$ cat config.mk
export PLATFORM = sky130hd
export DESIGN_NAME = masked_byte_pattern_search_top
export DESIGN_NICKNAME = d
export VERILOG_FILES = /design/src/rtl/mbps_pkg.sv /design/src/rtl/mbps_front.sv /design/src/rtl/mbps_queue.sv /design/src/rtl/mbps_back.sv /design/src/rtl/masked_byte_pattern_search_top.sv
export SDC_FILE = /design/constraint.sdc
export NUM_CORES = 1
export LEC_CHECK = 0
export BUFFER_PORTS_ARGS = -buffer_cell sky130_fd_sc_hd__buf_4
export CELL_PAD_IN_SITES_DETAIL_PLACEMENT = 0
export CELL_PAD_IN_SITES_GLOBAL_PLACEMENT = 1
export CORE_UTILIZATION = 31
export DETAILED_ROUTE_END_ITERATION = 8
export PLACE_DENSITY = 0.6
export SETUP_SLACK_MARGIN = 0.15
export SYNTH_ARGS = -nofsm -noshare
export SYNTH_HDL_FRONTEND = slang
export SYNTH_HIERARCHICAL = 1
export SYNTH_SLANG_ARGS = --single-unit
$ cat constraint.sdc
create_clock -name clk_i -period 15.3 [get_ports clk_i]
set_input_delay 2.295 -clock clk_i [delete_from_list [all_inputs] [get_ports clk_i]]
set_output_delay 2.295 -clock clk_i [all_outputs]
set_load 0.005 [all_outputs]
$ cat src/rtl/mbps_pkg.sv
// types and constants shared by the masked byte pattern search block
// no dependencies
package mbps_pkg;

  localparam int unsigned DATA_W       = 8;
  localparam int unsigned PATTERN_W    = 64;
  localparam int unsigned MASK_W       = 16;
  localparam int unsigned LEN_W        = 5;
  localparam int unsigned OFFSET_OUT_W = 32;
  localparam int unsigned CFG_IDX_W    = 2;
  localparam int unsigned CFG_DATA_W   = 64;
  localparam int unsigned QUEUE_DEPTH  = 2;

  typedef enum logic [CFG_IDX_W-1:0] {
    CFG_PATTERN_LOW    = 2'd0,
    CFG_PATTERN_HIGH   = 2'd1,
    CFG_WILDCARD_MASK  = 2'd2,
    CFG_PATTERN_LENGTH = 2'd3
  } cfg_reg_e;

  typedef struct packed {
    logic [PATTERN_W-1:0] pattern_low;
    logic [PATTERN_W-1:0] pattern_high;
    logic [MASK_W-1:0]    wildcard_mask;
    logic [LEN_W-1:0]     pattern_length;
  } cfg_t;

  typedef struct packed {
    logic                    found;
    logic [OFFSET_OUT_W-1:0] match_offset;
  } result_t;

  typedef struct packed {
    logic    push;
    result_t res;
  } push_t;

endpackage

$ cat src/rtl/mbps_front.sv
// front end: accepts region bytes, keeps the byte window and counter,
// compares the pattern and emits at most one result per region
// depends on mbps_pkg
module mbps_front #(
  parameter int unsigned MAX_PATTERN_LEN = 16,
  parameter int unsigned OFFSET_BITS     = 32
) (
  input  logic                         clk_i,
  input  logic                         rst_ni,
  input  mbps_pkg::cfg_t               cfg_i,
  input  logic                         in_valid_i,
  output logic                         in_ready_o,
  input  logic [mbps_pkg::DATA_W-1:0]  in_byte_i,
  input  logic                         in_last_i,
  input  logic                         queue_full_i,
  output mbps_pkg::push_t              push_o
);
  import mbps_pkg::*;

  localparam int unsigned IDX_W  = (MAX_PATTERN_LEN > 1) ? $clog2(MAX_PATTERN_LEN) : 1;
  localparam int unsigned WIDE_W = (OFFSET_BITS > OFFSET_OUT_W) ? OFFSET_BITS : OFFSET_OUT_W;

  logic [DATA_W-1:0]      win_q [MAX_PATTERN_LEN];
  logic [DATA_W-1:0]      win_d [MAX_PATTERN_LEN];
  logic [OFFSET_BITS-1:0] cnt_q, cnt_d, cnt_inc, diff;
  logic                   rep_q, rep_d;
  logic [LEN_W-1:0]       eff_len;
  logic [2*PATTERN_W-1:0] pat;
  logic                   accept, enough, match, hit;
  logic [WIDE_W-1:0]      off_wide;

  assign in_ready_o = ~queue_full_i;
  assign accept     = in_valid_i & in_ready_o;
  assign pat        = {cfg_i.pattern_high, cfg_i.pattern_low};

  always_comb begin
    if (cfg_i.pattern_length == '0) begin
      eff_len = LEN_W'(1);
    end else if (cfg_i.pattern_length > LEN_W'(MAX_PATTERN_LEN)) begin
      eff_len = LEN_W'(MAX_PATTERN_LEN);
    end else begin
      eff_len = cfg_i.pattern_length;
    end
  end

  // shifted window, entry 0 newest
  always_comb begin
    win_d[0] = in_byte_i;
    for (int k = 1; k < MAX_PATTERN_LEN; k++) begin
      win_d[k] = win_q[k-1];
    end
  end

  assign cnt_inc = (cnt_q == '1) ? cnt_q : cnt_q + OFFSET_BITS'(1);
  assign enough  = cnt_inc >= OFFSET_BITS'(eff_len);
  assign diff    = cnt_inc - OFFSET_BITS'(eff_len);
  assign off_wide = WIDE_W'(diff);

  // pattern byte j lines up with the byte received len-1-j words ago
  always_comb begin
    logic [LEN_W-1:0] idx;
    match = 1'b1;
    for (int j = 0; j < MAX_PATTERN_LEN; j++) begin
      idx = eff_len - LEN_W'(j) - LEN_W'(1);
      if ((LEN_W'(j) < eff_len) && !cfg_i.wildcard_mask[j]) begin
        if (win_d[idx[IDX_W-1:0]] != pat[j*DATA_W +: DATA_W]) begin
          match = 1'b0;
        end
      end
    end
  end

  assign hit = ~rep_q & enough & match;

  always_comb begin
    push_o.push             = accept & ~rep_q & (hit | in_last_i);
    push_o.res.found        = hit;
    push_o.res.match_offset = hit ? off_wide[OFFSET_OUT_W-1:0] : '0;
    cnt_d = cnt_q;
    rep_d = rep_q;
    if (accept) begin
      if (in_last_i) begin
        cnt_d = '0;
        rep_d = 1'b0;
      end else begin
        cnt_d = cnt_inc;
        rep_d = rep_q | hit;
      end
    end
  end

  always_ff @(posedge clk_i or negedge rst_ni) begin
    if (!rst_ni) begin
      cnt_q <= '0;
      rep_q <= 1'b0;
    end else begin
      cnt_q <= cnt_d;
      rep_q <= rep_d;
    end
  end

  always_ff @(posedge clk_i) begin
    if (accept) begin
      win_q <= win_d;
    end
  end

  a_push_needs_accept: assert property (@(posedge clk_i) disable iff (!rst_ni)
    push_o.push |-> accept)
    else $error("result pushed without an accepted word");

  a_one_result: assert property (@(posedge clk_i) disable iff (!rst_ni)
    (push_o.push && !in_last_i) |=> rep_q)
    else $error("region not marked reported after a mid-region result");

  a_no_result_after_report: assert property (@(posedge clk_i) disable iff (!rst_ni)
    rep_q |-> !push_o.push)
    else $error("second result in one region");

endmodule

$ cat src/rtl/mbps_queue.sv
// short result queue between the front end and the output stage
// depends on mbps_pkg
module mbps_queue (
  input  logic               clk_i,
  input  logic               rst_ni,
  input  mbps_pkg::push_t    push_i,
  output logic               full_o,
  output logic               valid_o,
  output mbps_pkg::result_t  data_o,
  input  logic               pop_i
);
  import mbps_pkg::*;

  localparam int unsigned PTR_W = (QUEUE_DEPTH > 1) ? $clog2(QUEUE_DEPTH) : 1;
  localparam int unsigned CNT_W = $clog2(QUEUE_DEPTH + 1);

  result_t            mem_q [QUEUE_DEPTH];
  logic [PTR_W-1:0]   wr_q, wr_d, rd_q, rd_d;
  logic [CNT_W-1:0]   cnt_q, cnt_d;
  logic               do_push, do_pop;

  assign full_o  = cnt_q == CNT_W'(QUEUE_DEPTH);
  assign valid_o = cnt_q != '0;
  assign data_o  = mem_q[rd_q];
  assign do_push = push_i.push & ~full_o;
  assign do_pop  = pop_i & valid_o;

  always_comb begin
    wr_d  = wr_q;
    rd_d  = rd_q;
    cnt_d = cnt_q;
    if (do_push) begin
      wr_d = (wr_q == PTR_W'(QUEUE_DEPTH - 1)) ? '0 : wr_q + PTR_W'(1);
    end
    if (do_pop) begin
      rd_d = (rd_q == PTR_W'(QUEUE_DEPTH - 1)) ? '0 : rd_q + PTR_W'(1);
    end
    unique case ({do_push, do_pop})
      2'b10:   cnt_d = cnt_q + CNT_W'(1);
      2'b01:   cnt_d = cnt_q - CNT_W'(1);
      default: cnt_d = cnt_q;
    endcase
  end

  always_ff @(posedge clk_i or negedge rst_ni) begin
    if (!rst_ni) begin
      wr_q  <= '0;
      rd_q  <= '0;
      cnt_q <= '0;
    end else begin
      wr_q  <= wr_d;
      rd_q  <= rd_d;
      cnt_q <= cnt_d;
    end
  end

  always_ff @(posedge clk_i) begin
    if (do_push) begin
      mem_q[wr_q] <= push_i.res;
    end
  end

  a_no_overflow: assert property (@(posedge clk_i) disable iff (!rst_ni)
    push_i.push |-> !full_o)
    else $error("push into full result queue");

  a_no_underflow: assert property (@(posedge clk_i) disable iff (!rst_ni)
    pop_i |-> valid_o)
    else $error("pop from empty result queue");

  a_count_bound: assert property (@(posedge clk_i) disable iff (!rst_ni)
    cnt_q <= CNT_W'(QUEUE_DEPTH))
    else $error("result queue count out of range");

endmodule

$ cat src/rtl/mbps_back.sv
// output stage: drains the result queue into a registered master port
// depends on mbps_pkg
module mbps_back (
  input  logic                               clk_i,
  input  logic                               rst_ni,
  input  logic                               q_valid_i,
  input  mbps_pkg::result_t                  q_data_i,
  output logic                               q_pop_o,
  output logic                               out_valid_o,
  input  logic                               out_ready_i,
  output logic [mbps_pkg::OFFSET_OUT_W-1:0]  out_offset_o,
  output logic                               out_found_o
);
  import mbps_pkg::*;

  logic    valid_q, valid_d;
  result_t res_q;

  assign q_pop_o     = q_valid_i & (~valid_q | out_ready_i);
  assign valid_d     = q_pop_o | (valid_q & ~out_ready_i);
  assign out_valid_o = valid_q;
  assign out_offset_o = res_q.match_offset;
  assign out_found_o  = res_q.found;

  always_ff @(posedge clk_i or negedge rst_ni) begin
    if (!rst_ni) begin
      valid_q <= 1'b0;
    end else begin
      valid_q <= valid_d;
    end
  end

  always_ff @(posedge clk_i) begin
    if (q_pop_o) begin
      res_q <= q_data_i;
    end
  end

  a_pop_loads: assert property (@(posedge clk_i) disable iff (!rst_ni)
    q_pop_o |=> valid_q)
    else $error("popped result not presented");

  a_hold_while_stalled: assert property (@(posedge clk_i) disable iff (!rst_ni)
    (valid_q && !out_ready_i) |=> valid_q)
    else $error("result word dropped while output stalled");

  a_not_found_zero: assert property (@(posedge clk_i) disable iff (!rst_ni)
    (valid_q && !res_q.found) |-> (res_q.match_offset == '0))
    else $error("not-found result carries an offset");

endmodule

$ cat src/rtl/masked_byte_pattern_search_top.sv
// masked byte pattern search, top level: config registers, front end,
// result queue and output stage; depends on mbps_pkg, mbps_front, mbps_queue, mbps_back
// throughput one byte per cycle; the result for the byte that completes the match
// or ends the region passes the result queue and output register to the master port;
// tready drops only when the two-entry result queue is full behind a stalled output
// async active-low reset clears the counter, report flag, queue and output valid
module masked_byte_pattern_search_top #(
  parameter int unsigned MAX_PATTERN_LEN = 16,
  parameter int unsigned OFFSET_BITS     = 32
) (
  input  logic                                 clk_i,
  input  logic                                 rst_ni,
  input  logic                                 cfg_we_i,
  input  logic [mbps_pkg::CFG_IDX_W-1:0]       cfg_idx_i,
  input  logic [mbps_pkg::CFG_DATA_W-1:0]      cfg_wdata_i,
  input  logic                                 s_axis_tvalid_i,
  output logic                                 s_axis_tready_o,
  input  logic [7:0]                           s_axis_tdata_i,  // [7:0] data_byte
  input  logic                                 s_axis_tlast_i,  // last_byte
  output logic                                 m_axis_tvalid_o,
  input  logic                                 m_axis_tready_i,
  output logic [31:0]                          m_axis_tdata_o,  // [31:0] match_offset
  output logic                                 m_axis_tuser_o   // [0] found
);
  import mbps_pkg::*;

  cfg_t    cfg_q;
  push_t   push;
  logic    q_full, q_valid, q_pop;
  result_t q_data;

  always_ff @(posedge clk_i or negedge rst_ni) begin
    if (!rst_ni) begin
      cfg_q.pattern_low    <= '0;
      cfg_q.pattern_high   <= '0;
      cfg_q.wildcard_mask  <= '0;
      cfg_q.pattern_length <= LEN_W'(1);
    end else if (cfg_we_i) begin
      unique case (cfg_reg_e'(cfg_idx_i))
        CFG_PATTERN_LOW:    cfg_q.pattern_low    <= cfg_wdata_i[PATTERN_W-1:0];
        CFG_PATTERN_HIGH:   cfg_q.pattern_high   <= cfg_wdata_i[PATTERN_W-1:0];
        CFG_WILDCARD_MASK:  cfg_q.wildcard_mask  <= cfg_wdata_i[MASK_W-1:0];
        CFG_PATTERN_LENGTH: cfg_q.pattern_length <= cfg_wdata_i[LEN_W-1:0];
        default:            cfg_q                <= cfg_q;
      endcase
    end
  end

  mbps_front #(
    .MAX_PATTERN_LEN (MAX_PATTERN_LEN),
    .OFFSET_BITS     (OFFSET_BITS)
  ) u_front (
    .clk_i        (clk_i),
    .rst_ni       (rst_ni),
    .cfg_i        (cfg_q),
    .in_valid_i   (s_axis_tvalid_i),
    .in_ready_o   (s_axis_tready_o),
    .in_byte_i    (s_axis_tdata_i[DATA_W-1:0]),
    .in_last_i    (s_axis_tlast_i),
    .queue_full_i (q_full),
    .push_o       (push)
  );

  mbps_queue u_queue (
    .clk_i   (clk_i),
    .rst_ni  (rst_ni),
    .push_i  (push),
    .full_o  (q_full),
    .valid_o (q_valid),
    .data_o  (q_data),
    .pop_i   (q_pop)
  );

  mbps_back u_back (
    .clk_i        (clk_i),
    .rst_ni       (rst_ni),
    .q_valid_i    (q_valid),
    .q_data_i     (q_data),
    .q_pop_o      (q_pop),
    .out_valid_o  (m_axis_tvalid_o),
    .out_ready_i  (m_axis_tready_i),
    .out_offset_o (m_axis_tdata_o),
    .out_found_o  (m_axis_tuser_o)
  );

endmodule
; Word-level counts from Yosys, hierarchy flattened
; Memories as Yosys holds them, arrays and structs flattened. A register that Yosys moved wholly into a read port is not among the register bits.
; Cells that the tools add are included.
[word_totals]
reg_bits = 307
ram_bits = 66
output_inout_bits = 35
n_memories = 1
[mem_list]
columns = memory, depth, width, rd, rd_clocked_by_memory_dff, wr, line
row1 = u_queue.mem_q, 2, 33, 1, 1, 1, mbps_queue.sv:17  ; result_t mem_q [QUEUE_DEPTH];
[classes]
addsub = 36
order_cmp = 34
n_eq_ne = 23
mux = 91
n_bitwise = 33
n_reduce_logical = 40
[op_table]
columns = cell, n
row1 = binary-select mux 8 bit (select 4 bit), 16
row2 = 2-to-1 mux 8 bit, 32
row3 = inequality test 8 bit, 16
row4 = 2-to-1 mux 32 bit, 3
row5 = ">= comparator 5 bit, second input constant", 16
row6 = inverter 4 -> 5 bit, 16
row7 = "subtractor 4 x 1 -> 4 bit, second input constant", 16
row8 = "< comparator 4 x 5 -> 1 bit, first input constant", 8
row9 = 2-to-1 mux 1 bit, 37
row10 = "adder 32 x 1 -> 32 bit, second input constant", 1
row11 = "equality test 32 bit, second input constant", 1
row12 = >= comparator 32 x 5 -> 1 bit, 1
row13 = subtractor 32 x 5 -> 32 bit, 1
row14 = "subtractor 4 bit, second input constant", 8
row15 = "< comparator 3 x 5 -> 1 bit, first input constant", 4
row16 = logical AND 1 bit, 16
row17 = zero test 1 bit, 16
row18 = "subtractor 4 x 3 -> 4 bit, second input constant", 4
row19 = "< comparator 1 x 5 -> 1 bit, first input constant", 2
row20 = "< comparator 2 x 5 -> 1 bit, first input constant", 2
row21 = 2-to-1 mux 5 bit, 2
row22 = bitwise AND 1 bit, 9
row23 = "equality test 2 bit, second input constant", 4
row24 = AND reduction 2 bit, 4
row25 = 12 further kinds, 22

; Longest topological paths before layout
[logic_depth]
ltp_word = 47
ltp_mapped = 28
ltp_nobuf = 23

; Modules after synthesis
; The synthesis kept the hierarchy.
[by_module_without_submodules]
columns = module, n_inst, cells_per_inst, area_per_inst_um2, seq_area_each_um2
row1 = mbps_front, 1, 1813, 16061.7, 4429.2
row2 = masked_byte_pattern_search_top, 1, 317, 5615.4, 3729.8
row3 = mbps_queue, 1, 121, 2597.5, 2082.0
row4 = mbps_back, 1, 37, 1034.7, 1016.0

; Worst setup path after synthesis
; Ideal clock, no wire load.
[synth_path]
path_kind = register to register
startpoint = reg cfg_q[3] (netlist bit)
endpoint = mem u_queue/mem_q[0][0] (netlist bit) (enable)
setup_time_ps = 423
arrival_ps = 6684
slack_ps = 8193
path_stages_with_launch = 25
path_buffers = 10
synth_period_minus_slack_ps = 7107
path_cell_list = dfrtp_1 -> buf_2 -> or4_1 -> buf_4 -> nand2_8 -> buf_8 -> buf_8 -> buf_4 -> ha_1 -> buf_2 -> buf_2 -> clkbuf_1 -> clkbuf_1 -> clkbuf_1 -> mux4_2 -> a22o_1 -> or4_1 -> a211oi_1 -> nand4_1 -> a22oi_1 -> and4_1 -> nand3_4 -> a211oi_2 -> nand2_1 -> nor2_1
[synth_rtl]
columns = element, line
row1 = start: declaration, masked_byte_pattern_search_top.sv:27  ; cfg_t cfg_q;
row2 = start signal: assignment, masked_byte_pattern_search_top.sv:44  ; default: cfg_q <= cfg_q;
row3 = end: declaration, mbps_queue.sv:17

==> flow_summary.yaml <==
clock_tree:
  path_clk_slew_ns: 0.06
  cts.path.max_buffers: 3
  cts_tree: "done"
  htreeDepth: 2
  root_buffer: "clkbuf_16"
  clk_latency_ns: 0.62
  post_cts_resize_count: 0
  cts_num_sinks: 406
  cts_setup_buffers: 0
  cts_inserted_buffers: 50
  postCtsHoldBufs: 0
synthesis:
  synth.most_common_cell: "edfxtp_1"
  synth_edf_count: 219
  ys_types: 95
  syn_area_sq_um: 25300
  synth_commonest_cells: "edfxtp_1 (219), mux2_2 (190), dfrtp_1 (186)"
  yosysSeqAreaShare_pct: 44.5
  postSynthAreaPerCell_sq_um: 11.1
  syn_inst: 2288
  synth-seq-cells: 406
  synth_flop_cell: "edfxtp_1"
  synth-warning-count: 6
  synth_area_leaders: "edfxtp_1 (26%), dfrtp_1 (18%), mux2_2 (8.5%)"
  yosysTopAreaCell: "edfxtp_1"
  synth_top_area_share_pct: 26.0
  async_flop_share_pct: 46.1
  syn_nets: 2379
global_routing:
  gr-usage-all-layers_pct: 21.9
  grt_max_degree: 86
  grt_pass1_wl_mm: 135
  first_global_vias: 19700
  antenna_found_initial: 2
  overflow: 0
critical_path:
  crit_path_end_kind: "flip-flop"
  r2r_cells: 16
  start_kind: "flip-flop"
  crit_required_ns: 15.50
  worstPathMaxFanout: 70
  path_class: "flip-flop to flip-flop"
  crit_arrival_ns: 8.52
detailed_routing:
  drtIter0Drc: 2377
  drt.antenna.violating_nets: 0
  drtPass1Iterations: 8
  avgViaCountPerCell: 5.90
  vias: 20300
  wl_per_cell_microns: 26.8
  drt-total-wl_mm: 92.3
  drc_errors: 20
final_layout:
  syn2layout_area_growth_pct: 13.9
  layout-drive-gt1-share_pct: 23.7
  antenna_cells: 0
  nNetsFinal: 2439
sta:
  hold_ws_ns: 0.505
  slew_violations: 0
  slew_headroom_pct: 16.3
  final.setup_skew_ns: 0.0483
  rsz0062_at_grt: "no"
  finalSetupTns_ns: 0
  fin_crit_sh_pct: 54.4
  worstMarginPinSlew_ns: 1.26
  setup_viol: 0
  fmax_ghz: 0.120
  finalHoldViolCount: 0
  finalCriticalPeriod_ns: 8.32
die:
  num_rows: 104
  ios: 115
  initial_core_util_pct: 31.4
  die_area_sq_um: 82800
  die_height_microns: 288
  core_area_sq_um: 80700
  fp.dieW_microns: 288
place:
  place.port_buffers: 114
  dp_hpwl_mm: 66.7
  gp_routability_congestion: 0.951
power_and_ir_drop:
  max-vdd-ir-drop_mv: 0.0839
  cellPowerDensity_nw_per_um2: 183
  power.leakage_nw: 10.6
status:
  violations: "DRC"
  outcome: "finished with violations"
flow_run:
  maxCapViolations: 0
hold_path:
  hold_class: "flip-flop to flip-flop"
  whs_path_depth: 1
==> logic make-up after synthesis <==
kind of cell / synth area share (%)
simple gates: 13.3
compound gates: 15.7
flops: 44.5
mux: 17.4
buf+inv: 3.57
xor+xnor: 4.88
fa+ha+maj: 0.613
==> final timing paths <==
path	startpoint	endpoint	slack (ns)
worst max register to register	cfg_q[4]	u_queue/mem_q[0][30]	6.98
max in group asynchronous	rst_ni	cfg_q[83]	12.12
worst min-delay path	u_queue/cnt_q[1]	u_queue/cnt_q[1]	0.50
worst max-delay path	cfg_q[4]	u_queue/mem_q[0][30]	6.98
worst min register to register	u_queue/cnt_q[1]	u_queue/cnt_q[1]	0.50
min in group asynchronous	rst_ni	cfg_q[30]	1.73
==> cells in the final DEF, fill, tap and decap left out, types with 9 or more instances in the layout <==
cell and instances:
edfxtp_1 219, mux2_2 190, dfrtp_1 186, nand2_1 181, buf_4 159, nor2_1 121, o21ai_0 102, a22oi_1 90
xnor2_1 83, a21oi_1 75, mux4_2 69, mux2i_1 64, nand2b_1 60, xor2_1 56, clkbuf_16 52, and3_1 49
a211oi_1 45, o22ai_1 38, nand3_1 37, nor3_1 37, o221ai_1 35, nor4_1 26, nand4_1 25, o211ai_1 25
or2_2 24, a22o_1 21, or3_1 20, inv_1 19, a221oi_1 17, o31ai_1 17, a31oi_1 12, and2_1 11
a211o_1 10, nor2_2 10, inv_6 9, or4_1 9, ha_1 9
==> area by class of cell <==
cell class / count / area [sq um]
Sequential cell: 406 / 11300
Multi-Input combinational cell: 1706 / 13200
Inverter: 24 / 92.6
Fill cell: 8003 / 51900
Timing Repair Buffer: 160 / 1210
Clock inverter: 33 / 345
Tap cell: 1060 / 1330
Clock buffer: 60 / 1370
==> through the flow <==
stage / total power, W / util (%) / std cells / worst slack, ns / instance area [sq um]
after CTS: 0.00527 / 35.7 / 3448 / 6.97 / 28800
after global routing: 0.00552 / 35.7 / 3449 / 6.55 / 28800
after floorplan: 0.00317 / - / 2288 / 8.19 / 25300
final: 0.00527 / 35.7 / 3449 / 6.98 / 28800
after detailed placement: 0.00400 / 33.6 / 3355 / 7.00 / 27100
after global placement: 0.00398 / 33.6 / 3355 / 7.07 / 27100
==> critical path: stages (launching register included) <==
cell	delay, ns
dfrtp_1	0.49
or4_1	0.57
buf_4	0.26
nand2_8	0.43
ha_4	0.57
buf_4	0.74
mux4_2	0.64
a211oi_1	0.32
nor3_1	0.09
or4b_2	0.69
or4_1	0.43
a21oi_1	0.41
and4_1	0.41
nand3_4	0.45
a211oi_2	0.39
nand2_1	0.16
nor2_4	0.74
==> power by group <==
| part | internal [W] | total [W] | leakage (nW) | switching [W] |
|---|---|---|---|---|
| registers | 0.00144 | 0.00170 | 4.37 | 0.000261 |
| logic | 0.000946 | 0.00232 | 5.40 | 0.00138 |
| clock network | 0.000730 | 0.00124 | 0.839 | 0.000510 |
==> sequential cells by signal, summed over array words and instances (netlist names), 2 cells and up <==
signal	count
cfg_q	149
u_back/out_offset_o	32
u_front/cnt_q	32
u_front/win_d	120
u_queue/cnt_q	2
u_queue/mem_q	66
==> per-layer routing <==
metal	share of wire [%]	GRT usage, %
met4	4.7	9.43
met5	0	0
met1	40	27.6
met2	48	37.1
met3	6.8	3.42
Power figures use the tool's default switching activity.
